### config.mk
export PLATFORM = sky130hd
export DESIGN_NAME = directory_mesi_node_controller_core
export DESIGN_NICKNAME = d
export VERILOG_FILES = /design/src/dmnc_pkg.sv /design/src/dmnc_front.sv /design/src/dmnc_back.sv /design/src/directory_mesi_node_controller_core.sv
export SDC_FILE = /design/constraint.sdc
export NUM_CORES = 1
export LEC_CHECK = 0
export BUFFER_PORTS_ARGS = -buffer_cell sky130_fd_sc_hd__buf_2
export CAP_MARGIN = 5
export CORE_ASPECT_RATIO = 1.1
export CORE_MARGIN = 2
export CORE_UTILIZATION = 25
export CTS_CLUSTER_DIAMETER = 80
export CTS_CLUSTER_SIZE = 20
export DETAILED_ROUTE_END_ITERATION = 12
export PLACE_DENSITY = 0.39
export SYNTH_ARGS = -nofsm -noshare
export SYNTH_HDL_FRONTEND = slang
export SYNTH_SLANG_ARGS = --single-unit
### constraint.sdc
create_clock -name clk -period 6 [get_ports clk]
set_input_delay 0.6 -clock clk [delete_from_list [all_inputs] [get_ports clk]]
set_output_delay 0.6 -clock clk [all_outputs]
set_load 0.02 [all_outputs]
### src/dmnc_pkg.sv
// Shared types, constants and helpers of the directory MESI node controller.
// Used by every module of the block; depends on nothing.
package dmnc_pkg;

  localparam int NUM_NODES   = 4;
  localparam int CACHE_LINES = 4;
  localparam int MEM_BLOCKS  = 16;
  localparam int MAX_MSGS    = 5;

  localparam logic [7:0] NO_TAG    = 8'hFF;
  localparam logic [7:0] MEM_STEP  = 8'd20;

  localparam logic [1:0] OP_READ  = 2'd0;
  localparam logic [1:0] OP_WRITE = 2'd1;
  localparam logic [1:0] OP_MSG   = 2'd2;

  localparam logic [3:0] MT_READ_REQUEST  = 4'd0;
  localparam logic [3:0] MT_WRITE_REQUEST = 4'd1;
  localparam logic [3:0] MT_REPLY_RD      = 4'd2;
  localparam logic [3:0] MT_REPLY_WR      = 4'd3;
  localparam logic [3:0] MT_REPLY_ID      = 4'd4;
  localparam logic [3:0] MT_INV           = 4'd5;
  localparam logic [3:0] MT_UPGRADE       = 4'd6;
  localparam logic [3:0] MT_WRITEBACK_INV = 4'd7;
  localparam logic [3:0] MT_WRITEBACK_INT = 4'd8;
  localparam logic [3:0] MT_FLUSH         = 4'd9;
  localparam logic [3:0] MT_FLUSH_INVACK  = 4'd10;
  localparam logic [3:0] MT_EVICT_SHARED  = 4'd11;
  localparam logic [3:0] MT_EVICT_MOD     = 4'd12;

  localparam logic [1:0] LS_M = 2'd0;
  localparam logic [1:0] LS_E = 2'd1;
  localparam logic [1:0] LS_S = 2'd2;
  localparam logic [1:0] LS_I = 2'd3;

  localparam logic [1:0] DS_EM = 2'd0;
  localparam logic [1:0] DS_S  = 2'd1;
  localparam logic [1:0] DS_U  = 2'd2;

  localparam logic signed [2:0] NO_NODE = -3'sd1;

  typedef enum logic [1:0] {
    KIND_NONE,
    KIND_READ,
    KIND_WRITE,
    KIND_MSG
  } kind_t;

  typedef struct packed {
    kind_t              kind;
    logic [3:0]         msg_type;
    logic [1:0]         sender;
    logic [5:0]         addr;
    logic [7:0]         value;
    logic [3:0]         mask;
    logic signed [2:0]  second;
    logic [1:0]         hs;
  } item_t;

  typedef struct packed {
    logic [1:0]        dest;
    logic [3:0]        mtype;
    logic [5:0]        addr;
    logic [7:0]        value;
    logic [3:0]        sharers;
    logic signed [2:0] second;
    logic [1:0]        hs;
  } msg_t;

  typedef enum logic [1:0] {
    B_IDLE,
    B_EXEC,
    B_EMIT
  } bstate_t;

  function automatic msg_t make_msg(logic [1:0] dest, logic [3:0] mtype, logic [5:0] addr,
                                    logic [7:0] value, logic [3:0] sharers,
                                    logic signed [2:0] second, logic [1:0] hs);
    msg_t m;
    m.dest    = dest;
    m.mtype   = mtype;
    m.addr    = addr;
    m.value   = value;
    m.sharers = sharers;
    m.second  = second;
    m.hs      = hs;
    return m;
  endfunction

  function automatic logic [1:0] lowest_bit(logic [3:0] m);
    logic [1:0] r;
    r = 2'd0;
    for (int i = 3; i >= 0; i--) begin
      if (m[i]) r = 2'(i);
    end
    return r;
  endfunction

endpackage

### src/dmnc_front.sv
// Front end: takes requests, classifies them and queues them for the back end.
// Depends on dmnc_pkg. Requests that cause nothing are dropped here.
module dmnc_front (
  input  logic              clk,
  input  logic              rst_n,
  input  logic              in_valid,
  output logic              in_ready,
  input  logic [1:0]        in_operation,
  input  logic [3:0]        in_msg_type,
  input  logic [1:0]        in_msg_sender,
  input  logic [5:0]        in_block_address,
  input  logic [7:0]        in_data_value,
  input  logic [3:0]        in_sharer_mask,
  input  logic signed [2:0] in_second_node,
  input  logic [1:0]        in_home_state,
  output logic              q_valid,
  input  logic              q_ready,
  output dmnc_pkg::item_t   q_item
);

  dmnc_pkg::item_t queue_r [2];
  logic            wr_ptr_r, wr_ptr_nxt;
  logic            rd_ptr_r, rd_ptr_nxt;
  logic [1:0]      count_r, count_nxt;
  dmnc_pkg::item_t item;
  logic            push, pop;

  always_comb begin
    item.msg_type = in_msg_type;
    item.sender   = in_msg_sender;
    item.addr     = in_block_address;
    item.value    = in_data_value;
    item.mask     = in_sharer_mask;
    item.second   = in_second_node;
    item.hs       = in_home_state;
    unique case (in_operation)
      dmnc_pkg::OP_READ:  item.kind = dmnc_pkg::KIND_READ;
      dmnc_pkg::OP_WRITE: item.kind = dmnc_pkg::KIND_WRITE;
      dmnc_pkg::OP_MSG:
        item.kind = (in_msg_type <= dmnc_pkg::MT_EVICT_MOD) ? dmnc_pkg::KIND_MSG
                                                            : dmnc_pkg::KIND_NONE;
      default: item.kind = dmnc_pkg::KIND_NONE;
    endcase
  end

  assign in_ready = (count_r != 2'd2);
  assign push     = in_valid && in_ready && (item.kind != dmnc_pkg::KIND_NONE);
  assign q_valid  = (count_r != 2'd0);
  assign pop      = q_valid && q_ready;
  assign q_item   = queue_r[rd_ptr_r];

  always_comb begin
    wr_ptr_nxt = push ? ~wr_ptr_r : wr_ptr_r;
    rd_ptr_nxt = pop ? ~rd_ptr_r : rd_ptr_r;
    count_nxt  = count_r + {1'b0, push} - {1'b0, pop};
  end

  always_ff @(posedge clk) begin
    if (!rst_n) begin
      wr_ptr_r <= 1'b0;
      rd_ptr_r <= 1'b0;
      count_r  <= 2'd0;
    end else begin
      wr_ptr_r <= wr_ptr_nxt;
      rd_ptr_r <= rd_ptr_nxt;
      count_r  <= count_nxt;
    end
  end

  always_ff @(posedge clk) begin
    if (push) queue_r[wr_ptr_r] <= item;
  end

endmodule

### src/dmnc_back.sv
// Back end: holds cache, home memory and directory, runs one request at a time
// and sends the resulting messages one per cycle while out_ready is high. Depends on dmnc_pkg.
module dmnc_back (
  input  logic              clk,
  input  logic              rst_n,
  input  logic              cfg_we,
  input  logic [1:0]        cfg_wdata,
  input  logic              q_valid,
  output logic              q_ready,
  input  dmnc_pkg::item_t   q_item,
  output logic              out_valid,
  input  logic              out_ready,
  output dmnc_pkg::msg_t    out_msg,
  output logic              out_last
);

  dmnc_pkg::bstate_t state_r, state_nxt;
  dmnc_pkg::item_t   cur_r;
  logic [1:0]        node_id_r;
  logic [7:0]        line_tag_r  [dmnc_pkg::CACHE_LINES];
  logic [7:0]        line_data_r [dmnc_pkg::CACHE_LINES];
  logic [1:0]        line_st_r   [dmnc_pkg::CACHE_LINES];
  logic [7:0]        mem_r       [dmnc_pkg::MEM_BLOCKS];
  logic [3:0]        dsh_r       [dmnc_pkg::MEM_BLOCKS];
  logic [1:0]        dst_r       [dmnc_pkg::MEM_BLOCKS];
  logic              await_r, await_nxt;
  logic [7:0]        pend_r, pend_nxt;
  dmnc_pkg::msg_t    msgs_r [dmnc_pkg::MAX_MSGS];
  dmnc_pkg::msg_t    msgs_nxt [dmnc_pkg::MAX_MSGS];
  logic [2:0]        cnt_r, cnt_nxt;
  logic [2:0]        idx_r;

  // Execute-stage datapath signals.
  logic [1:0]        ci;
  logic [3:0]        blk;
  logic [1:0]        home;
  logic [7:0]        c_tag, c_data;
  logic [1:0]        c_st;
  logic [3:0]        c_sh, sh_clr;
  logic [1:0]        c_ds;
  logic [7:0]        c_mem;
  logic              hit, is_home, is_req, sec_ok, evictable, tag_eq;
  logic [3:0]        sbit, rbit;
  logic [7:0]        ln_tag, ln_data;
  logic [1:0]        ln_st;
  logic [3:0]        n_sh;
  logic [1:0]        n_ds;
  logic [7:0]        n_mem;
  logic [2:0]        n;
  dmnc_pkg::msg_t    ev_msg;
  logic              exec_en, out_fire;

  assign ci      = cur_r.addr[1:0];
  assign blk     = cur_r.addr[3:0];
  assign home    = cur_r.addr[5:4];
  assign c_tag   = line_tag_r[ci];
  assign c_data  = line_data_r[ci];
  assign c_st    = line_st_r[ci];
  assign c_sh    = dsh_r[blk];
  assign c_ds    = dst_r[blk];
  assign c_mem   = mem_r[blk];
  assign tag_eq  = (c_tag == {2'b00, cur_r.addr});
  assign hit     = tag_eq && (c_st != dmnc_pkg::LS_I);
  assign is_home = (home == node_id_r);
  assign sec_ok  = !cur_r.second[2];
  assign is_req  = sec_ok && (cur_r.second[1:0] == node_id_r);
  assign sbit    = 4'b0001 << cur_r.sender;
  assign rbit    = sec_ok ? (4'b0001 << cur_r.second[1:0]) : 4'b0000;
  assign sh_clr  = c_sh & ~sbit;
  assign evictable = (c_tag != dmnc_pkg::NO_TAG) && (c_st != dmnc_pkg::LS_I);
  assign ev_msg  = (c_st == dmnc_pkg::LS_M)
    ? dmnc_pkg::make_msg(c_tag[5:4], dmnc_pkg::MT_EVICT_MOD, c_tag[5:0], c_data, 4'd0,
                         dmnc_pkg::NO_NODE, dmnc_pkg::DS_U)
    : dmnc_pkg::make_msg(c_tag[5:4], dmnc_pkg::MT_EVICT_SHARED, c_tag[5:0], 8'd0, 4'd0,
                         dmnc_pkg::NO_NODE, dmnc_pkg::DS_U);

  always_comb begin
    for (int i = 0; i < dmnc_pkg::MAX_MSGS; i++) msgs_nxt[i] = '0;
    n         = 3'd0;
    ln_tag    = c_tag;
    ln_data   = c_data;
    ln_st     = c_st;
    n_sh      = c_sh;
    n_ds      = c_ds;
    n_mem     = c_mem;
    await_nxt = await_r;
    pend_nxt  = pend_r;
    case (cur_r.kind)
      dmnc_pkg::KIND_READ: begin
        if (!await_r && !hit) begin
          msgs_nxt[0] = dmnc_pkg::make_msg(home, dmnc_pkg::MT_READ_REQUEST, cur_r.addr, 8'd0,
                                           4'd0, dmnc_pkg::NO_NODE, dmnc_pkg::DS_U);
          n = 3'd1;
          await_nxt = 1'b1;
        end
      end
      dmnc_pkg::KIND_WRITE: begin
        if (!await_r) begin
          if (hit && (c_st == dmnc_pkg::LS_M || c_st == dmnc_pkg::LS_E)) begin
            ln_data = cur_r.value;
            ln_st   = dmnc_pkg::LS_M;
          end else begin
            if (hit) begin
              msgs_nxt[0] = dmnc_pkg::make_msg(home, dmnc_pkg::MT_UPGRADE, cur_r.addr, 8'd0,
                                               4'd0, dmnc_pkg::NO_NODE, dmnc_pkg::DS_S);
            end else begin
              msgs_nxt[0] = dmnc_pkg::make_msg(home, dmnc_pkg::MT_WRITE_REQUEST, cur_r.addr,
                                               cur_r.value, 4'd0, dmnc_pkg::NO_NODE,
                                               dmnc_pkg::DS_U);
            end
            n = 3'd1;
            pend_nxt  = cur_r.value;
            await_nxt = 1'b1;
          end
        end
      end
      dmnc_pkg::KIND_MSG: begin
        unique case (cur_r.msg_type)
          dmnc_pkg::MT_READ_REQUEST, dmnc_pkg::MT_WRITE_REQUEST: begin
            if (is_home) begin
              n = 3'd1;
              if (c_ds == dmnc_pkg::DS_EM && c_sh != 4'd0) begin
                msgs_nxt[0] = dmnc_pkg::make_msg(dmnc_pkg::lowest_bit(c_sh),
                  (cur_r.msg_type == dmnc_pkg::MT_READ_REQUEST) ? dmnc_pkg::MT_WRITEBACK_INT
                                                                : dmnc_pkg::MT_WRITEBACK_INV,
                  cur_r.addr, 8'd0, 4'd0, $signed({1'b0, cur_r.sender}), dmnc_pkg::DS_EM);
              end else if (cur_r.msg_type == dmnc_pkg::MT_READ_REQUEST) begin
                if (c_ds == dmnc_pkg::DS_S) begin
                  n_sh = c_sh | sbit;
                  msgs_nxt[0] = dmnc_pkg::make_msg(cur_r.sender, dmnc_pkg::MT_REPLY_RD,
                    cur_r.addr, c_mem, 4'd0, dmnc_pkg::NO_NODE, dmnc_pkg::DS_S);
                end else begin
                  n_sh = sbit;
                  n_ds = dmnc_pkg::DS_EM;
                  msgs_nxt[0] = dmnc_pkg::make_msg(cur_r.sender, dmnc_pkg::MT_REPLY_RD,
                    cur_r.addr, c_mem, 4'd0, dmnc_pkg::NO_NODE, dmnc_pkg::DS_EM);
                end
              end else begin
                n_mem = cur_r.value;
                if (c_ds == dmnc_pkg::DS_S) begin
                  msgs_nxt[0] = dmnc_pkg::make_msg(cur_r.sender, dmnc_pkg::MT_REPLY_ID,
                    cur_r.addr, 8'd0, c_sh, dmnc_pkg::NO_NODE, dmnc_pkg::DS_EM);
                end else begin
                  msgs_nxt[0] = dmnc_pkg::make_msg(cur_r.sender, dmnc_pkg::MT_REPLY_WR,
                    cur_r.addr, cur_r.value, 4'd0, dmnc_pkg::NO_NODE, dmnc_pkg::DS_EM);
                end
                n_sh = sbit;
                n_ds = dmnc_pkg::DS_EM;
              end
            end
          end
          dmnc_pkg::MT_REPLY_RD, dmnc_pkg::MT_REPLY_WR: begin
            if (evictable) begin
              msgs_nxt[0] = ev_msg;
              n = 3'd1;
            end
            ln_tag  = {2'b00, cur_r.addr};
            ln_data = cur_r.value;
            if (cur_r.msg_type == dmnc_pkg::MT_REPLY_WR) ln_st = dmnc_pkg::LS_M;
            else ln_st = (cur_r.hs == dmnc_pkg::DS_EM) ? dmnc_pkg::LS_E : dmnc_pkg::LS_S;
            await_nxt = 1'b0;
          end
          dmnc_pkg::MT_REPLY_ID: begin
            for (int i = 0; i < dmnc_pkg::NUM_NODES; i++) begin
              if (cur_r.mask[i]) begin
                msgs_nxt[n] = dmnc_pkg::make_msg(2'(i), dmnc_pkg::MT_INV, cur_r.addr, 8'd0,
                                                 4'd0, dmnc_pkg::NO_NODE, dmnc_pkg::DS_U);
                n = n + 3'd1;
              end
            end
            if (!hit) begin
              if (evictable) begin
                msgs_nxt[n] = ev_msg;
                n = n + 3'd1;
              end
              ln_tag = {2'b00, cur_r.addr};
            end
            ln_st     = dmnc_pkg::LS_M;
            ln_data   = pend_r;
            await_nxt = 1'b0;
          end
          dmnc_pkg::MT_INV: begin
            if (tag_eq) ln_st = dmnc_pkg::LS_I;
          end
          dmnc_pkg::MT_UPGRADE: begin
            if (is_home && c_ds == dmnc_pkg::DS_S) begin
              msgs_nxt[0] = dmnc_pkg::make_msg(cur_r.sender, dmnc_pkg::MT_REPLY_ID, cur_r.addr,
                8'd0, sh_clr, dmnc_pkg::NO_NODE, dmnc_pkg::DS_EM);
              n    = 3'd1;
              n_sh = sbit;
              n_ds = dmnc_pkg::DS_EM;
            end
          end
          dmnc_pkg::MT_WRITEBACK_INV, dmnc_pkg::MT_WRITEBACK_INT: begin
            if (tag_eq && (c_st == dmnc_pkg::LS_M || c_st == dmnc_pkg::LS_E)) begin
              msgs_nxt[0] = dmnc_pkg::make_msg(home,
                (cur_r.msg_type == dmnc_pkg::MT_WRITEBACK_INT) ? dmnc_pkg::MT_FLUSH
                                                               : dmnc_pkg::MT_FLUSH_INVACK,
                cur_r.addr, c_data, 4'd0, sec_ok ? cur_r.second : dmnc_pkg::NO_NODE,
                dmnc_pkg::DS_EM);
              n = 3'd1;
              if (sec_ok && cur_r.second[1:0] != home) begin
                msgs_nxt[1] = msgs_nxt[0];
                msgs_nxt[1].dest = cur_r.second[1:0];
                n = 3'd2;
              end
              ln_st = (cur_r.msg_type == dmnc_pkg::MT_WRITEBACK_INT) ? dmnc_pkg::LS_S
                                                                     : dmnc_pkg::LS_I;
            end
          end
          dmnc_pkg::MT_FLUSH, dmnc_pkg::MT_FLUSH_INVACK: begin
            if (is_home) begin
              n_mem = cur_r.value;
              if (cur_r.msg_type == dmnc_pkg::MT_FLUSH) begin
                n_sh = sbit | rbit;
                n_ds = dmnc_pkg::DS_S;
              end else begin
                n_sh = rbit;
                n_ds = dmnc_pkg::DS_EM;
              end
            end
            if (is_req) begin
              if (evictable) begin
                msgs_nxt[0] = ev_msg;
                n = 3'd1;
              end
              ln_tag = {2'b00, cur_r.addr};
              if (cur_r.msg_type == dmnc_pkg::MT_FLUSH) begin
                ln_data = cur_r.value;
                ln_st   = dmnc_pkg::LS_S;
              end else begin
                ln_data = pend_r;
                ln_st   = dmnc_pkg::LS_M;
              end
              await_nxt = 1'b0;
            end
          end
          dmnc_pkg::MT_EVICT_SHARED: begin
            if (is_home) begin
              n_sh = sh_clr;
              if (sh_clr == 4'd0) begin
                n_ds = dmnc_pkg::DS_U;
              end else if ($onehot(sh_clr)) begin
                n_ds = dmnc_pkg::DS_EM;
                msgs_nxt[0] = dmnc_pkg::make_msg(dmnc_pkg::lowest_bit(sh_clr),
                  dmnc_pkg::MT_EVICT_SHARED, cur_r.addr, 8'd0, 4'd0, dmnc_pkg::NO_NODE,
                  dmnc_pkg::DS_EM);
                n = 3'd1;
              end else begin
                n_ds = dmnc_pkg::DS_S;
              end
            end
          end
          dmnc_pkg::MT_EVICT_MOD: begin
            if (is_home) begin
              n_sh  = sh_clr;
              n_ds  = dmnc_pkg::DS_U;
              n_mem = cur_r.value;
            end
          end
          default: begin
          end
        endcase
      end
      default: begin
      end
    endcase
    cnt_nxt = n;
  end

  assign exec_en  = (state_r == dmnc_pkg::B_EXEC);
  assign out_fire = out_valid && out_ready;

  always_comb begin
    state_nxt = state_r;
    unique case (state_r)
      dmnc_pkg::B_IDLE: if (q_valid) state_nxt = dmnc_pkg::B_EXEC;
      dmnc_pkg::B_EXEC: state_nxt = (cnt_nxt == 3'd0) ? dmnc_pkg::B_IDLE : dmnc_pkg::B_EMIT;
      dmnc_pkg::B_EMIT: if (out_fire && out_last) state_nxt = dmnc_pkg::B_IDLE;
      default: state_nxt = dmnc_pkg::B_IDLE;
    endcase
  end

  always_comb begin
    q_ready   = (state_r == dmnc_pkg::B_IDLE);
    out_valid = (state_r == dmnc_pkg::B_EMIT);
    out_msg   = msgs_r[idx_r];
    out_last  = (idx_r == cnt_r - 3'd1);
  end

  always_ff @(posedge clk) begin
    if (!rst_n) begin
      state_r   <= dmnc_pkg::B_IDLE;
      idx_r     <= 3'd0;
      cnt_r     <= 3'd0;
      node_id_r <= 2'd0;
      await_r   <= 1'b0;
      pend_r    <= 8'd0;
      for (int i = 0; i < dmnc_pkg::CACHE_LINES; i++) begin
        line_tag_r[i]  <= dmnc_pkg::NO_TAG;
        line_data_r[i] <= 8'd0;
        line_st_r[i]   <= dmnc_pkg::LS_I;
      end
      for (int i = 0; i < dmnc_pkg::MEM_BLOCKS; i++) begin
        mem_r[i] <= 8'(i);
        dsh_r[i] <= 4'd0;
        dst_r[i] <= dmnc_pkg::DS_U;
      end
    end else begin
      state_r <= state_nxt;
      if (cfg_we) begin
        node_id_r <= cfg_wdata;
        for (int i = 0; i < dmnc_pkg::MEM_BLOCKS; i++) begin
          mem_r[i] <= dmnc_pkg::MEM_STEP * {6'd0, cfg_wdata} + 8'(i);
        end
      end else if (exec_en) begin
        mem_r[blk] <= n_mem;
      end
      if (exec_en) begin
        cnt_r           <= cnt_nxt;
        idx_r           <= 3'd0;
        await_r         <= await_nxt;
        pend_r          <= pend_nxt;
        line_tag_r[ci]  <= ln_tag;
        line_data_r[ci] <= ln_data;
        line_st_r[ci]   <= ln_st;
        dsh_r[blk]      <= n_sh;
        dst_r[blk]      <= n_ds;
      end else if (out_fire) begin
        idx_r <= idx_r + 3'd1;
      end
    end
  end

  always_ff @(posedge clk) begin
    if (state_r == dmnc_pkg::B_IDLE && q_valid) cur_r <= q_item;
    if (exec_en) begin
      for (int i = 0; i < dmnc_pkg::MAX_MSGS; i++) msgs_r[i] <= msgs_nxt[i];
    end
  end

endmodule

### src/directory_mesi_node_controller_core.sv
// Directory MESI node controller: a request waits in the front-end queue, then
// passes the back end's idle and execute states and, if it causes messages, the
// emit state, which sends them (up to 5) in order. Execute does the back end's
// read-modify-write of cache line and directory entry, one request at a time.
// Reset (rst_n low, synchronous) empties the queue, invalidates the cache,
// clears the directory to unowned and loads home memory with its start pattern.
module directory_mesi_node_controller_core (
  input  logic              clk,
  input  logic              rst_n,
  input  logic              cfg_we,
  input  logic [1:0]        cfg_wdata,
  input  logic              in_valid,
  output logic              in_ready,
  input  logic [1:0]        in_operation,
  input  logic [3:0]        in_msg_type,
  input  logic [1:0]        in_msg_sender,
  input  logic [5:0]        in_block_address,
  input  logic [7:0]        in_data_value,
  input  logic [3:0]        in_sharer_mask,
  input  logic signed [2:0] in_second_node,
  input  logic [1:0]        in_home_state,
  output logic              out_valid,
  input  logic              out_ready,
  output logic [1:0]        out_dest_node,
  output logic [3:0]        out_type,
  output logic [5:0]        out_address,
  output logic [7:0]        out_value,
  output logic [3:0]        out_sharers,
  output logic signed [2:0] out_second,
  output logic [1:0]        out_home_state,
  output logic              out_last
);

  // The front end classifies each request and drops those that cause nothing
  // (unused operation or message kinds). The rest wait in a two-entry queue,
  // so the front keeps taking requests while the back end is busy sending, until the queue is full.
  logic            q_valid;
  logic            q_ready;
  dmnc_pkg::item_t q_item;
  dmnc_pkg::msg_t  out_msg;

  dmnc_front u_front (
    .clk              (clk),
    .rst_n            (rst_n),
    .in_valid         (in_valid),
    .in_ready         (in_ready),
    .in_operation     (in_operation),
    .in_msg_type      (in_msg_type),
    .in_msg_sender    (in_msg_sender),
    .in_block_address (in_block_address),
    .in_data_value    (in_data_value),
    .in_sharer_mask   (in_sharer_mask),
    .in_second_node   (in_second_node),
    .in_home_state    (in_home_state),
    .q_valid          (q_valid),
    .q_ready          (q_ready),
    .q_item           (q_item)
  );

  // The back end loads one request, evaluates it against the cache line and
  // directory entry in its execute state, commits the updates and then sends
  // the buffered messages in order, marking the final one.
  dmnc_back u_back (
    .clk       (clk),
    .rst_n     (rst_n),
    .cfg_we    (cfg_we),
    .cfg_wdata (cfg_wdata),
    .q_valid   (q_valid),
    .q_ready   (q_ready),
    .q_item    (q_item),
    .out_valid (out_valid),
    .out_ready (out_ready),
    .out_msg   (out_msg),
    .out_last  (out_last)
  );

  assign out_dest_node  = out_msg.dest;
  assign out_type       = out_msg.mtype;
  assign out_address    = out_msg.addr;
  assign out_value      = out_msg.value;
  assign out_sharers    = out_msg.sharers;
  assign out_second     = out_msg.second;
  assign out_home_state = out_msg.hs;

endmodule

Yosys cells after proc, flatten, opt, wreduce, memory -nomap -nowiden
Memory sizes are Yosys's and may differ from the RTL's. A register that Yosys moved wholly into a read port is not among the register bits.
Cells that the tools add are included.
{"block": "totals", "register_bits": 23, "ram_bits": 503, "input_bits": 38, "output_inout_bits": 32, "elab_cells": 370, "memories": 8}
{"memory": "u_back.msgs_r", "words": 5, "word_bits": 29, "read_ports": 1, "rd_ports_with_merged_regs": 1, "write_ports": 5, "line_no": "dmnc_back.sv:28", "rtl": "dmnc_pkg::msg_t msgs_r [dmnc_pkg::MAX_MSGS];"}
{"memory": "u_back.mem_r", "words": 16, "word_bits": 8, "read_ports": 1, "rd_ports_with_merged_regs": 0, "write_ports": 16, "line_no": "dmnc_back.sv:23", "rtl": "logic [7:0] mem_r [dmnc_pkg::MEM_BLOCKS];"}
{"memory": "u_back.dsh_r", "words": 16, "word_bits": 4, "read_ports": 1, "rd_ports_with_merged_regs": 0, "write_ports": 16, "line_no": "dmnc_back.sv:24", "rtl": "logic [3:0] dsh_r [dmnc_pkg::MEM_BLOCKS];"}
{"memory": "u_front.queue_r", "words": 2, "word_bits": 31, "read_ports": 1, "rd_ports_with_merged_regs": 1, "write_ports": 1, "line_no": "dmnc_front.sv:21", "rtl": "dmnc_pkg::item_t queue_r [2];"}
{"memory": "u_back.dst_r", "words": 16, "word_bits": 2, "read_ports": 1, "rd_ports_with_merged_regs": 0, "write_ports": 16, "line_no": "dmnc_back.sv:25", "rtl": "logic [1:0] dst_r [dmnc_pkg::MEM_BLOCKS];"}
{"memory": "u_back.line_data_r", "words": 4, "word_bits": 8, "read_ports": 1, "rd_ports_with_merged_regs": 0, "write_ports": 4, "line_no": "dmnc_back.sv:21", "rtl": "logic [7:0] line_data_r [dmnc_pkg::CACHE_LINES];"}
{"memory": "+2 memories"}
{"block": "op_classes", "add_sub_neg": 26, "multipliers": 1, "order_cmp": 9, "n_eq_ne": 35, "shift": 2, "muxes": 200, "n_bitwise": 29, "n_reduce_logical": 51}
{"operator": "two-way mux 145 bit", "count": 11}
{"operator": "bitwise mux 145 bit", "count": 4}
{"operator": "two-way mux 29 bit", "count": 18}
{"operator": "demux 29 bit (select 3 bit)", "count": 4}
{"operator": "two-way mux 8 bit", "count": 31}
{"operator": "one-hot mux 29 bit (7 select lines)", "count": 1}
{"operator": "two-way mux 26 bit", "count": 5}
{"operator": "two-way mux 116 bit", "count": 1}
{"operator": "two-way mux 87 bit", "count": 1}
{"operator": "one-hot mux 29 bit (3 select lines)", "count": 1}
{"operator": "two-way mux 2 bit", "count": 38}
{"operator": "adder 7 x 4 -> 8 bit (second input constant)", "count": 8}
{"operator": "two-way mux 3 bit", "count": 20}
{"operator": "two-way mux 4 bit", "count": 15}
{"operator": "two-way mux 58 bit", "count": 1}
{"operator": "one-hot mux 29 bit (2 select lines)", "count": 1}
{"operator": "one-hot mux 8 bit (3 select lines)", "count": 2}
{"operator": "two-way mux 1 bit", "count": 34}
{"operator": "adder 7 x 3 -> 8 bit (second input constant)", "count": 4}
{"operator": "one-hot mux 8 bit (2 select lines)", "count": 2}
{"operator": "OR reduction 8 bit", "count": 3}
{"operator": "one-hot mux 3 bit (7 select lines)", "count": 1}
{"operator": "== test 4 bit (second input constant)", "count": 5}
{"operator": "one-hot mux 2 bit (5 select lines)", "count": 2}
{"operator": "other kinds (55)", "count": 140}

Depth between registers and ports, before layout
Gate-level depths: netlist of run 1.
{"block": "logic_depth", "word_depth": 25, "mapped_depth": 16, "depth_no_buf": 14}

Cells and area by module
From an unflattened synthesis of run 1, not the netlist that was laid out.
{"block": "unflattened", "hier_cells": 2105, "hier_area_um2": 26624.3}
{"mod": "dmnc_back", "instances": 1, "cells_each": 1978, "area_per_inst_um2": 24123.1, "seq_area_each_um2": 13823.3}
{"mod": "dmnc_front", "instances": 1, "cells_each": 127, "area_per_inst_um2": 2501.1, "seq_area_each_um2": 1961.9}

Worst setup path before layout of run 1
OpenSTA, ideal clock, no wires.
{"block": "synth_timing", "kind": "register -> register", "from": "register u_back.state_r[0]", "to": "memory u_back.mem_r[15][4], data pin", "setup_time_ns": 0.277, "arrival_time_ns": 4.735, "t_required_ns": 5.723, "path_slack_ns": 0.988, "path_stages_with_launch": 10, "path_buffers": 2, "synth_period_minus_slack_ns": 5.012, "path_cell_list": "dfxtp_1 clkbuf_1 nand2b_1 inv_1 nand2_1 clkbuf_1 nor2_2 nand3_1 nor2_1 mux2i_1"}
{"item": "start: declaration", "line_no": "dmnc_back.sv:17", "rtl": "dmnc_pkg::bstate_t state_r, state_nxt;"}
{"item": "start signal: assignment", "line_no": "dmnc_back.sv:293", "rtl": "state_r <= dmnc_pkg::B_IDLE;"}
{"item": "start signal: assignment", "line_no": "dmnc_back.sv:310", "rtl": "state_r <= state_nxt;"}
{"item": "end: declaration", "line_no": "dmnc_back.sv:23"}

==> run summary, run 1 <==
The run finished with clean final reports. The placement row count is approximately 120. In the layout the commonest cells are edfxtp_1, nor2_1, nand2_1, o21ai_0, mux4_2. At the later pin of the worst-skew pair, clock insertion delay measures approximately 0.60 ns. The overall track demand over capacity in global routing came out at 14.9%. For this run, the post-layout net count is approximately 2100. The post-synthesis register bit count came out at 531. The weighted congestion at the end of routability-driven global placement is 0.815.

The total grt overflow came out at 0. The H-tree was split into 2 levels. The path class of the tightest hold or removal check is input pin to flip-flop. The number of buffers inserted during clock tree synthesis is 39. Broken down by cell family, the worst path's largest delay share belongs to multiplexers. The total area inside the core boundary comes to between 100000 and 150000 um^2. For this run, the number of Yosys warnings is 0. The number of global-route vias before repair is 17260. The cell with the largest stage delay on the worst path is edfxtp_1. The initial antenna violation count came out at 4. The count of unresolved DRC violations after routing came out at 0. The power per cell area is just over 400 nW/um^2. The maximum cell stage delay along the critical path is 1.05 ns.

The critical path startpoint category is a flip-flop. The upper clock frequency limit is about 200 MHz. The netlist area before placement is 26400 um^2. The synthesized netlist contains 91 unique library cells. TritonCTS built the clock tree. Prior to clock tree synthesis, the placed netlist has a worst setup slack of approximately 0.95 ns. The final period utilization came out at between 80% and 90%. The final-report hold violation count was 0. The die covers between 100000 and 150000 um^2. The total wire length after detailed routing is 81.0 mm. The average via count per standard cell is just under 5.

STA classifies the critical path endpoint as a flip-flop. The clock-pin slew on the worst setup and hold paths came out at 0.08 ns. The peak supply drop is around 0.00021 V. The critical path buffer and inverter count is 1. Setup repair after global routing left no endpoint under its margin. The cell leakage power came out at between 9 and 10 nW. The arrival time of data at the critical path endpoint came out at approximately 5.4 ns. The critical path in this run is classified as flip-flop to flip-flop. The average wire per standard cell is 23.3 um. Port buffering added 69 buffers.

The via count of the routed design is about 17000. The worst-case headroom to the max-slew limit came out at a little over a quarter. The synthesis-to-finish area growth is 12.2%. The detailed router's first-iteration violation count came out at around 1400.

The detailed placement HPWL is between 50 and 60 mm. CTS placed an instance of clkbuf_16 at the clock tree root. The count of flip-flops with a built-in enable after synthesis is about 510.

The count of mapped cells out of synthesis is between 2000 and 2500. The slew at the pin closest to its max-slew limit came out at around 1.1 ns. The count of endpoints failing setup in the final report is 0. The max-capacitance violation count came out at 0. Pin placement for this block handled 70 I/O pins. The worst hold slack came out at ~0.19 ns. The minimum clock period came out at 4.99 ns. The library cell used most frequently in the layout, excluding fill and tap cells, is edfxtp_1.

The share of async-settable or async-resettable flops after synthesis is 0%. The synthesized net count is just over 2000. After clock tree synthesis, the repair step resized 0 gates. Once the floorplan was initialized, standard cells occupied between 20 and 30% of the core. The biggest fanout along the worst timing path is 18. Before antenna repair, the detailed router went through 7 iterations. The cell that appears most often on the critical path is ha_1. Counting the fill cells in the layout gives 10639. The setup total negative slack came out at 0 ns. Traced cell by cell, the critical path runs through mux4_2 -> mux2i_1 -> mux2_2 -> nor2_1 -> inv_1 -> ha_1 -> ha_1 -> fa_1 -> nor3b_1 -> nand4_1 -> a41o_1 -> nand3_1 -> a21o_1 -> o2bb2ai_1.

The horizontal die dimension is between 300 and 400 um. The first-pass GRT wire length came out at 120 mm. The synthesized area divided by synthesized cell count came out at approximately 13 um^2.

The total count of max-transition violations in the final report was 0. The maximum number of pins on one net before global-route repair is 74. The most used flip-flop cell after synthesis is edfxtp_1. The post-detailed-route count of antenna-violating nets is 0. The number of setup buffers added after CTS came out at 0.

The number of antenna diodes is 0. The combined area of the multi-input logic cells came out at between 9000 and 10000 um^2. The post-route core utilization came out at 28.4%. The required time at the endpoint of the critical path came out at 6.41 ns. The maximum count of clock buffers along a single path is 3. The share of the yosys chip area belonging to registers is a little under 60%. Across all setup checks in the final design, the least slack found is about 1.0 ns. The share of post-route cells with drive strength above 1 came out at about a fifth. The number of clock sinks came out at ~530.

The worst clock skew on the final layout came out at 0.0485 ns. The number of buffers inserted for hold repair after clock tree synthesis came out at 0. The chip height came out at 345 um.

Across the whole layout, storage elements account for ~16000 um^2.
state kept, by name (all words and copies together), names as in the netlist, 27 cells and up, named ones only:
register            cells
u_back.cur_r           27
u_back.dsh_r           64
u_back.dst_r           32
u_back.line_data_r     32
u_back.line_tag_r      32
u_back.mem_r          128
u_back.msgs_r         116
u_front.queue_r        62
metal layers:
layer / vias to the layer above / global-route usage [%] / part of all wire, %
li1: 7688 / - / -
met1: 8725 / 20.8 / 46
met2: 391 / 24.7 / 48
met3: 88 / 1.76 / 4.0
met4: 2 / 3.24 / 1.9
met5: - / 0 / 0.015
power breakdown:
group	total, W	internal, W	switching (W)
Clock	0.00286	0.00142	0.00144
Sequential	0.00506	0.00461	0.000450
Combinational	0.00415	0.00143	0.00272
Total	0.0121	0.00745	0.00461
metrics by stage:
stage          total power [W]  std cells  cell area, um^2
6_report                0.0121       3474            29600
5_1_grt                 0.0127       3474            29600
4_1_cts                 0.0122       3474            29600
3_5_place_dp           0.00931       3405            28300
3_3_place_gp           0.00927       3405            28300
2_1_floorplan          0.00784       2024            26400
path summary, 6_finish.rpt:
kind                            start                endpoint  slack [ns]  depth (start not counted)
setup / recovery        u_back.blk[1]    u_back.msgs_r[0][21]        1.01                         14
hold / removal    in_block_address[3]  u_front.queue_r[0][20]        0.19                          1
setup reg to reg        u_back.blk[1]    u_back.msgs_r[0][21]        1.01                         14
hold reg to reg      u_back.pend_r[2]        u_back.pend_r[2]        0.51                          2
synth_stat cells, types with 13 or more instances:
library cell  count  share of area [%]
mux4_2           97                8.3
xnor2_1          14               0.46
nand3_1          46               0.87
nand2_1         178                2.5
nand2b_1         28               0.66
inv_1            31               0.44
o211ai_1         13               0.37
buf_4            18               0.51
nor3_1           31               0.59
nor2b_1          17               0.40
a21oi_1          84                1.6
o21ai_0         102                1.9
or2_2            19               0.45
edfxtp_1        505                 58
dfxtp_1          26                2.0
clkbuf_1         61               0.87
mux2i_1          61                2.3
nor2_1          267                3.8
buf_2            21               0.40
a22oi_1          20               0.57
buf_1            21               0.30
ha_1             15               0.71
mux2_2           76                3.2
and2_1           47                1.1
area by class of cell:
class,count,area share (%)
multi-input combinational,1330,33.6
inverter,33,0.431
sequential,531,53.0
tap,1386,5.86
clock buffer,46,3.49
clock inverter,23,0.969
timing repair buffer,125,2.63
cell families (layout without fill, tap and decap cells):
kind of cell / Yosys count / count (layout) / share of synthesized area (%)
xor+xnor: 27 / 27 / 0.925
compound gates: 342 / 342 / 8.68
flops: 531 / 531 / 59.5
mux: 243 / 243 / 14.6
fa+ha+maj: 17 / 17 / 0.864
simple gates: 701 / 701 / 12.5
buf+inv: 163 / 227 / 2.94
worst register-to-register path: stages (launching register included):
cell and delay (ns):
edfxtp_1 1.05, mux4_2 0.62, mux2i_1 0.25, mux2_2 0.30
nor2_1 0.09, inv_1 0.12, ha_1 0.26, ha_1 0.23
fa_1 0.49, nor3b_1 0.36, nand4_1 0.17, a41o_1 0.32
nand3_1 0.10, a21o_1 0.29, o2bb2ai_1 0.16
No activity file was read; power rests on OpenSTA's default activity.
==> run 2, diff against run 1 <==
--- a/config.mk
+++ b/config.mk
@@ -5,6 +5,7 @@
 export SDC_FILE = /design/constraint.sdc
 export NUM_CORES = 1
 export LEC_CHECK = 0
+export ABC_AREA = 1
 export BUFFER_PORTS_ARGS = -buffer_cell sky130_fd_sc_hd__buf_2
 export CAP_MARGIN = 5
 export CORE_ASPECT_RATIO = 1.1
@@ -13,7 +14,7 @@
 export CTS_CLUSTER_DIAMETER = 80
 export CTS_CLUSTER_SIZE = 20
 export DETAILED_ROUTE_END_ITERATION = 12
-export PLACE_DENSITY = 0.39
+export PLACE_DENSITY = 0.4
 export SYNTH_ARGS = -nofsm -noshare
 export SYNTH_HDL_FRONTEND = slang
 export SYNTH_SLANG_ARGS = --single-unit
==> constraint.sdc (replaced) <==
create_clock -name clk -period 4.45 [get_ports clk]
set_input_delay 0.445 -clock clk [delete_from_list [all_inputs] [get_ports clk]]
set_output_delay 0.445 -clock clk [all_outputs]
set_load 0.02 [all_outputs]
==> run summary, run 2 <==
In the final layout, the registers with the most flip-flops are u_back.mem_r: 128 flops, u_back.msgs_r: 116 flops, u_back.dsh_r: 64 flops. The count of flip-flops with a built-in enable after synthesis came out at 505 (unchanged). The biggest fanout along the worst timing path came out at 6 (-12). The logic gate share of total power was 45.9% (+12 points). The biggest area contributor in the post-synthesis netlist is edfxtp_1. The number of buffers inserted during clock tree synthesis was 39 (unchanged). The total non-filler cell area in the finished layout is 30600 um^2 (+3.4%). Setup repair after global routing left no endpoint under its margin. The max-capacitance violation count is 0 (unchanged). The arrival time of data at the critical path endpoint is 4.35 ns (-1.05 ns).

The total wire length after detailed routing came out at 96.6 mm (+19%). By area the synthesized netlist is led by edfxtp_1, nand2_1, nor2_1. The initial core utilization was 25.2% (-0.045 points). The peak supply drop is 0.000311 V (+49%). The power dissipated by switching net loads came to 0.00953 W (+110%). The area of the core is 107000 um^2 (+3.0%). CTS placed an instance of clkbuf_16 at the clock tree root.

The count of mapped cells out of synthesis came out at 3071 (+52%). The library cell used most frequently in the layout, excluding fill and tap cells, is nand2_1. The cell leakage power is 11.9 nW (+25%).

The maximum count of clock buffers along a single path came out at 3 (unchanged). The layout net count came out at 3180 (+50%). The weighted congestion at the end of routability-driven global placement came out at 0.875 (+7.4%).

The clock share of power came out at 20.0% (-3.7 points). The initial antenna violation count is 0 (-4). The overall track demand over capacity in global routing came out at 17.1% (+2.2 points). The upper clock frequency limit is 249 MHz (+24%). The synthesis-to-finish area growth is 12.9%. The placement-stage cell area is 29200 um^2 (+3.3%). The internal power summed over all cells is 0.0105 W (+41%).

The insertion delay of the later-clocked pin in the worst-skew pair came to 0.61 ns (about the same). The worst clock skew on the final layout came out at 0.0438 ns (-0.00463 ns). The number of iterations in the first detailed-routing pass is 5 (-2). The switching portion of total power is 47.6% (+9.4 points). The critical path startpoint category is a flip-flop. The yosys synthesis warning count is 0 (unchanged). The detailed router's first-iteration violation count is 1782 (+25%). The slew at the pin closest to its max-slew limit came out at 1.13 ns (+0.0447 ns). The synthesized area divided by synthesized cell count was 8.83 um^2 (-32%). The count of unresolved DRC violations after routing is 0 (unchanged). The I/O pin count came to 70 (unchanged). The library cells used most frequently in the layout, excluding fill and tap cells, are nand2_1, edfxtp_1, nor2_1, inv_1, a21oi_1. The post-detailed-route count of antenna-violating nets came to 0 (unchanged). The clock tree from TritonCTS is done. The detailed placement HPWL is 68.1 mm (+21%).

The worst hold slack was 0.0296 ns (-0.163 ns). The post-synthesis register bit count came to 531 (unchanged). The netlist area before placement was 27100 um^2 (+2.8%).

The via count of the routed design came out at 21521 (+27%). The number of global-route vias before repair came out at 20788 (+20%). The share of post-route cells with drive strength above 1 is 9.03% (-12 points). The most used flip-flop cell after synthesis is edfxtp_1. The share of the yosys chip area belonging to registers came to 57.9% (-1.6 points). The min-delay analysis places its worst path in the category input pin to flip-flop.

The critical path goes through inv_1 -> nor2_1 -> buf_4 -> nand2_1 -> nand2_1 -> nor2_1 -> nor2_1 -> inv_1 -> ha_1 -> ha_1 -> fa_1 -> nor2_1 -> nand2_1 -> nor4_1 -> nand2_1 -> nand4_1 -> a21oi_1 -> o21ai_0. The combined area of the multi-input logic cells came out at 9880 um^2 (-0.49%). The power per cell area came out at 654 nW/um^2 (+60%). The first-pass GRT wire length came out at 142 mm (+19%). The number of setup buffers added after CTS was 0 (unchanged). The quantity of I/O buffers inserted on ports is 69 (unchanged). The critical path buffer and inverter count came to 3 (+2). The final period utilization was 90.2% (+7.0 points). The distinct cell type count after synthesis came out at 51 (-44%). The worst-case headroom to the max-slew limit came out at 24.7% (-2.4 points).

The setup total negative slack is 0 ns (unchanged). The synthesized net count is 3126 (+50%). The gate family responsible for the most delay along the worst path is simple AND/OR/NAND/NOR gates. The floorplan die area is 111000 um^2 (+2.8%). The number of flip-flops in the largest register came out at 128 (unchanged).

The minimum clock period came out at 4.02 ns (-0.977 ns). The share of Yosys cell area claimed by the top area cell type came to 55.9% (-1.6 points). The commonest cells after synthesis are nand2_1, edfxtp_1, nor2_1.

The count of endpoints failing setup in the final report came out at 0 (unchanged). The sequential cell area in the final layout is 15700 um^2 (about the same). The fill cell total of the finished layout is 11457 (+7.7%). The average wire per standard cell was 21.2 um (-9.2%).

The run finished with clean final reports. The setup path with the least slack is of type flip-flop to flip-flop. The cell with the largest stage delay on the worst path is fa_1. The total grt overflow is 0 (unchanged).

The share of async-settable or async-resettable flops after synthesis was 0% (unchanged). The placement row count is 126 (+1.6%). The H-tree depth is 2 (unchanged). The clock-pin slew on the worst setup and hold paths came out at 0.08 ns (about the same). The maximum cell stage delay along the critical path is 0.53 ns (-0.52 ns). The required time at the endpoint of the critical path is 4.78 ns (-1.63 ns). The chip height is 349 um (+1.4%). Yosys instantiated no cell more often than nand2_1. The horizontal die dimension is 318 um (+1.4%).

The power share of the sequential group is 34.1% (-7.8 points). The maximum number of pins on one net before global-route repair was 75 (+1.4%). The total count of max-transition violations in the final report is 0 (unchanged). u_back.mem_r holds more flip-flops than any other register. The average via count per standard cell came out at 4.71 (-3.1%). The final-report hold violation count is 0 (unchanged).

The number of clock sinks came to 531 (unchanged). STA classifies the critical path endpoint as a flip-flop.
run 2: cells by family after synthesis:
| kind of cell | count (synthesis) | share of synthesized area (%) |
|---|---|---|
| simple gates | 1595 | 23.5 |
| compound gates | 542 | 11.7 |
| flops | 531 | 57.9 |
| buf+inv | 376 | 5.80 |
| fa+ha+maj | 17 | 0.840 |
| xor+xnor | 10 | 0.323 |
run 2: area by class of cell:
class	instances	area share, %
flip-flops and latches	531	51.3
multi-input cells	2164	32.3
well taps	1408	5.76
clock buffers	47	3.42
repair buffers	144	3.21
inverters	245	3.01
clock inverters	25	1.00
diodes	1	0.00818
run 2: power by group through the flow:
| stage | sequential, W | clock (W) | combinational, W |
|---|---|---|---|
| 3_3_place_gp | 0.00695 | 0 | 0.00923 |
| 2_1_floorplan | 0.00666 | 0 | 0.00584 |
| 4_1_cts | 0.00684 | 0.00409 | 0.00921 |
| 3_5_place_dp | 0.00696 | 0 | 0.00918 |
| 6_report | 0.00683 | 0.00400 | 0.00919 |
| 5_1_grt | 0.00689 | 0.00424 | 0.0101 |
run 2: layer usage:
layer	track usage, %	part of all wire, %
met1	23.0	45
met3	2.07	4.3
met5	0	0
met2	28.7	47
met4	4.97	2.8
run 2: through the flow:
step	total power, W	setup WS, ns	cells	utilization [%]
after floorplan	0.0125	0.588	3071	-
after global placement	0.0162	0.489	4487	27.2
after detailed placement	0.0161	0.441	4487	27.2
after CTS	0.0201	0.426	4564	28.5
after global routing	0.0212	0.0424	4564	28.5
final	0.0200	0.435	4565	28.5
run 2: path summary, 6_finish.rpt:
kind | startpoint | endpoint | slack (ns) | depth (start not counted)
setup / recovery | u_back.blk[2] | u_back.msgs_r[0][17] | 0.43 | 18
hold reg to reg | u_back.pend_r[5] | u_back.pend_r[5] | 0.47 | 2
setup reg to reg | u_back.blk[2] | u_back.msgs_r[0][17] | 0.43 | 18
hold / removal | in_block_address[5] | u_front.queue_r[1][22] | 0.03 | 1
run 2: what timing repair did:
item	in CTS	in global routing
hold buffers	5	0
hold endpoints to repair	10	0
endpoints found under the setup margin	0	1
resized for setup	0	1
